[config.mk]
export PLATFORM = sky130hd
export DESIGN_NAME = biou_divider
export DESIGN_NICKNAME = d
export VERILOG_FILES = /design/src/sv/biou_pkg.sv /design/src/sv/biou_divider.sv
export SDC_FILE = /design/constraint.sdc
export NUM_CORES = 2
export LEC_CHECK = 0
export BUFFER_PORTS_ARGS = -buffer_cell sky130_fd_sc_hd__buf_2
export CORE_ASPECT_RATIO = 0.8
export CORE_UTILIZATION = 50
export DETAILED_ROUTE_END_ITERATION = 7
export PLACE_DENSITY = 0.66
export SKIP_LAST_GASP = 1
export SLEW_MARGIN = 40
export SYNTH_ARGS = -nofsm -noshare
export SYNTH_HDL_FRONTEND = slang
export SYNTH_SLANG_ARGS = --single-unit
[constraint.sdc]
create_clock -name clk -period 32.7 [get_ports clk]
set_input_delay 1.635 -clock clk [delete_from_list [all_inputs] [get_ports clk]]
set_output_delay 1.635 -clock clk [all_outputs]
set_load 0.05 [all_outputs]
[src/sv/biou_pkg.sv]
`timescale 1ns / 1ps

package biou_pkg;

  localparam int COORD_BITS = 16;
  localparam int FRAC_BITS  = 16;

  // corner differences span -(2^C - 1) .. 2^C once the inclusive bit is added
  localparam int DIFF_BITS  = COORD_BITS + 2;
  // a positive width or height is at most 2^C
  localparam int SPAN_BITS  = COORD_BITS + 1;
  // areas are at most 2^(2C)
  localparam int AREA_BITS  = 2 * COORD_BITS + 1;
  localparam int UNION_BITS = AREA_BITS + 1;
  localparam int RATIO_BITS = FRAC_BITS + 1;
  // divider remainder holds twice the largest union
  localparam int REM_BITS   = UNION_BITS + 1;
  // one divider stage per quotient bit
  localparam int DIV_STAGES = RATIO_BITS;

  typedef struct packed {
    logic signed [COORD_BITS-1:0] a_left;
    logic signed [COORD_BITS-1:0] a_top;
    logic signed [COORD_BITS-1:0] a_right;
    logic signed [COORD_BITS-1:0] a_bottom;
    logic signed [COORD_BITS-1:0] b_left;
    logic signed [COORD_BITS-1:0] b_top;
    logic signed [COORD_BITS-1:0] b_right;
    logic signed [COORD_BITS-1:0] b_bottom;
  } box_pair_t;

  typedef struct packed {
    logic [AREA_BITS-1:0]  overlap_area;
    logic [UNION_BITS-1:0] combined_area;
    logic [RATIO_BITS-1:0] ratio_fixed;
  } iou_result_t;

  typedef struct packed {
    logic [AREA_BITS-1:0]  overlap_area;
    logic [UNION_BITS-1:0] combined_area;
    logic [UNION_BITS-1:0] divisor;
  } div_req_t;

endpackage

[src/sv/biou_divider.sv]
`timescale 1ns / 1ps

module biou_divider (
  input  logic                  clk,
  input  logic                  rst,
  input  logic                  in_valid,
  output logic                  in_ready,
  input  biou_pkg::div_req_t    in_data,
  output logic                  out_valid,
  input  logic                  out_stall,
  output biou_pkg::iou_result_t out_data
);
  import biou_pkg::*;

  logic [DIV_STAGES-1:0] vld;
  logic [DIV_STAGES:0]   rdy;
  logic [REM_BITS-1:0]   rem  [DIV_STAGES];
  logic [RATIO_BITS-1:0] quo  [DIV_STAGES];
  logic [UNION_BITS-1:0] dvs  [DIV_STAGES];
  logic [AREA_BITS-1:0]  ovl  [DIV_STAGES];
  logic [UNION_BITS-1:0] cmb  [DIV_STAGES];

  assign rdy[DIV_STAGES] = !out_stall;
  assign in_ready        = rdy[0];

  for (genvar s = 0; s < DIV_STAGES; s++) begin : g_stage
    logic                  src_valid;
    logic [REM_BITS-1:0]   trial;
    logic [RATIO_BITS-1:0] quo_in;
    logic [UNION_BITS-1:0] dvs_in;
    logic [AREA_BITS-1:0]  ovl_in;
    logic [UNION_BITS-1:0] cmb_in;
    logic                  take;

    if (s == 0) begin : g_first
      // integer bit: numerator against divisor, no shift
      assign src_valid = in_valid;
      assign trial     = {{(REM_BITS-AREA_BITS){1'b0}}, in_data.overlap_area};
      assign quo_in    = '0;
      assign dvs_in    = in_data.divisor;
      assign ovl_in    = in_data.overlap_area;
      assign cmb_in    = in_data.combined_area;
    end else begin : g_next
      assign src_valid = vld[s-1];
      assign trial     = {rem[s-1][REM_BITS-2:0], 1'b0};
      assign quo_in    = quo[s-1];
      assign dvs_in    = dvs[s-1];
      assign ovl_in    = ovl[s-1];
      assign cmb_in    = cmb[s-1];
    end

    assign take   = trial >= {1'b0, dvs_in};
    assign rdy[s] = !vld[s] || rdy[s+1];

    always_ff @(posedge clk) begin
      if (rst) begin
        vld[s] <= 1'b0;
      end else if (rdy[s]) begin
        vld[s] <= src_valid;
      end
    end

    always_ff @(posedge clk) begin
      if (rdy[s] && src_valid) begin
        rem[s] <= take ? trial - {1'b0, dvs_in} : trial;
        quo[s] <= {quo_in[RATIO_BITS-2:0], take};
        dvs[s] <= dvs_in;
        ovl[s] <= ovl_in;
        cmb[s] <= cmb_in;
      end
    end
  end

  assign out_valid              = vld[DIV_STAGES-1];
  assign out_data.overlap_area  = ovl[DIV_STAGES-1];
  assign out_data.combined_area = cmb[DIV_STAGES-1];
  assign out_data.ratio_fixed   = quo[DIV_STAGES-1];

endmodule

==> impl_metrics.env <==
export IMPL_status="finished, final reports clean"
export IMPL_grt_max_degree=142
export IMPL_core_um2=217000
export IMPL_place_ws_ps=26750
export IMPL_drtIter0Drc=5156
export IMPL_holdWs_ps=370
export IMPL_synthCells=7966
export IMPL_antenna_found_initial=9
export IMPL_ys_seq_area_share_pct=65.7
export IMPL_ys_seq_elements=2397
export IMPL_share_comb_of_total_power_pct=5.5
export IMPL_netlist_area_um2=109000
export IMPL_cts_root_buf="clkbuf_16"
export IMPL_ys_warn_count=0
export IMPL_grt_pass1_vias=60900
export IMPL_die_w_um=525
export IMPL_p_sw_mw=1.39
export IMPL_hold_depth=0
export IMPL_worstMarginPinSlew_ps=883
export IMPL_cp_max_fo=7
export IMPL_start_kind="input port"
export IMPL_fp_row_count=153
export IMPL_cts_resized_gates=0
export IMPL_port_buffers=190
export IMPL_synth_distinct_cells=108
export IMPL_p_leak_nw=45.8
export IMPL_r2r_cells=13
export IMPL_drv_cap=0
export IMPL_fin_tns_setup_ps=0
export IMPL_postCtsSetupBuffers=0
export IMPL_utilization_pct=56.0
export IMPL_required_ps=31060
export IMPL_clockPowerShare_pct=41.7
export IMPL_fillers=17400
export IMPL_hp_class="register to register"
export IMPL_final_hold_viol_count=0
export IMPL_rsz0062_at_grt="no"
export IMPL_multiInputGateArea_um2=33900
export IMPL_clk_path_buf_depth=4
export IMPL_nets=8980
export IMPL_p_int_mw=5.12
export IMPL_synth_main_ff_cell="edfxtp_1"
export IMPL_ant_nets=0
export IMPL_placed_cells=10900
export IMPL_die_h_um=420
export IMPL_maxSlewViolCount=0
export IMPL_clk_latency_ps=930
export IMPL_grt_overflow=0
export IMPL_async_flop_share_pct=0
export IMPL_dp_hpwl_mm=173
export IMPL_power_density_nw_per_um2=53.6
export IMPL_htreeDepth=4
export IMPL_path_clk_slew_ps=60
export IMPL_layout_worst_path_cycle_share_pct=15.8
export IMPL_tritoncts="built"
export IMPL_vias_per_cell=5.54
export IMPL_swShare_pct=21.4
export IMPL_timing_fmax_ghz=0.194
export IMPL_finalNonFillerCells=11300
export IMPL_synth_nets=8663
export IMPL_dr_pass1_iters=6
export IMPL_setup_slack_ps=27540
export IMPL_ioPinCount=191
export IMPL_vdd_ir_drop_worst_v=0.0000494
export IMPL_synth_enable_flop_cells=2380
export IMPL_p_seq_share_pct=52.8
export IMPL_cts_sinks=2397
export IMPL_cts_hold_buf=0
export IMPL_wl_mm=239
export IMPL_drc=0
export IMPL_area_delta_synth_final_pct=11.2
export IMPL_synth_area_per_cell_um2=13.7
export IMPL_grt_pass1_wl_mm=363
export IMPL_fin_crit_ps=5160
export IMPL_vias=62900
export IMPL_slew_headroom_pct=40.6
export IMPL_crit_type="input port to output port"
export IMPL_layout_drive_gt1_share_pct=11.3
export IMPL_routedWlPerCell_um=21.0
export IMPL_setup_viol=0
export IMPL_finalClockSkew_ps=108
export IMPL_start_util_pct=50.3
export IMPL_fp_dieArea_um2=220000
export IMPL_cts_buffers_inserted=242
export IMPL_cp_end_kind="output port"
export IMPL_gp_congestion=0.902
export IMPL_cp_arrival_ps=3530
export IMPL_grt_use_total_pct=21.4
export IMPL_regArea_um2=71800
-- logic make-up (layout without fill, tap and decap cells) --
kind of cell	count (synthesis)	after routing	synth area share [%]
buf+inv	934	1447	3.50
flops	2397	2397	65.7
other cells	0	1	0
xor+xnor	422	422	3.38
compound gates	1875	1875	10.9
mux	272	272	3.06
simple gates	1474	1474	6.54
fa+ha+maj	592	592	6.89
-- critical path, stage by stage --
cell	delay, ps
buf_2	100
nand2_1	70
nor2_1	300
and2_1	480
nand4_1	200
inv_1	280
nand4_1	190
buf_2	270
-- per-layer routing --
metal	up-vias	GRT usage (%)	share of wire (%)	wire [um]
met5	-	0	0	0
met4	0	6.51	2.9	6890
met3	388	2.90	5.0	11900
met2	1631	33.6	45	107000
met1	30600	31.1	47	113000
li1	30300	-	-	-
-- power by group through the flow --
| stage | sequential (mW) | clock [mW] | combinational [mW] |
|---|---|---|---|
| detailed placement | 3.51 | 0 | 0.354 |
| CTS | 3.44 | 2.79 | 0.356 |
| global route | 3.44 | 2.90 | 0.395 |
| floorplan | 3.49 | 0 | 0.270 |
| global placement | 3.51 | 0 | 0.348 |
| finish | 3.44 | 2.72 | 0.356 |
-- area by class of cell --
type	instances	share of cell area (%)
antenna	1	0.00206
multi-input combinational	4635	27.9
sequential	2397	59.1
clock inverter	147	1.20
timing repair buffer	255	1.37
clock buffer	293	5.20
inverter	752	2.32
tap	2867	2.95
-- placed cells by master (no fill, tap or decap), types with 156 or more instances in the layout --
cell type,n
a21oi_1,533
xnor2_1,264
xor2_1,158
edfxtp_1,2380
buf_2,190
clkbuf_16,243
nor2_1,369
mux2_2,156
ha_1,576
nand2_1,455
inv_1,749
a21o_1,301
o21ai_0,451
-- final timing paths --
path,from,end,slack (ps)
min,cmb[0][233],cmb[0][267],370
max,out_stall,in_ready,27540
min reg2reg,cmb[0][233],cmb[0][267],370
max reg2reg,rem[0][251],rem[0][302],28080
-- state kept, by name, summed over array words and instances (netlist names) --
signal	count
ovl	561
cmb	578
dvs	544
quo	153
rem	544
out_valid	1
g_stage.src_valid	16
-- per-stage QoR --
step / power [mW] / cell area (um^2)
after floorplan: 3.76 / 109000
after global placement: 3.86 / 113000
after detailed placement: 3.86 / 114000
after CTS: 6.59 / 121000
after global routing: 6.74 / 122000
final: 6.51 / 122000
-- synthesized netlist by cell type, types with 80 or more instances --
cell type	count	area share, %
nand4_1	85	0.49
o21a_1	93	0.64
mux2_4	81	1.1
nand3_1	104	0.48
nand2_1	455	1.6
edfxtp_1	2380	65
mux2_2	156	1.6
o21bai_1	80	0.55
xor2_1	158	1.3
xnor2_1	264	2.1
a21oi_1	535	2.4
nor2b_1	92	0.53
o21ai_0	451	2.1
a21o_1	301	2.1
inv_1	749	2.6
clkbuf_1	96	0.33
ha_1	576	6.6
nor2_1	370	1.3
No activity file was read; power rests on OpenSTA's default activity.
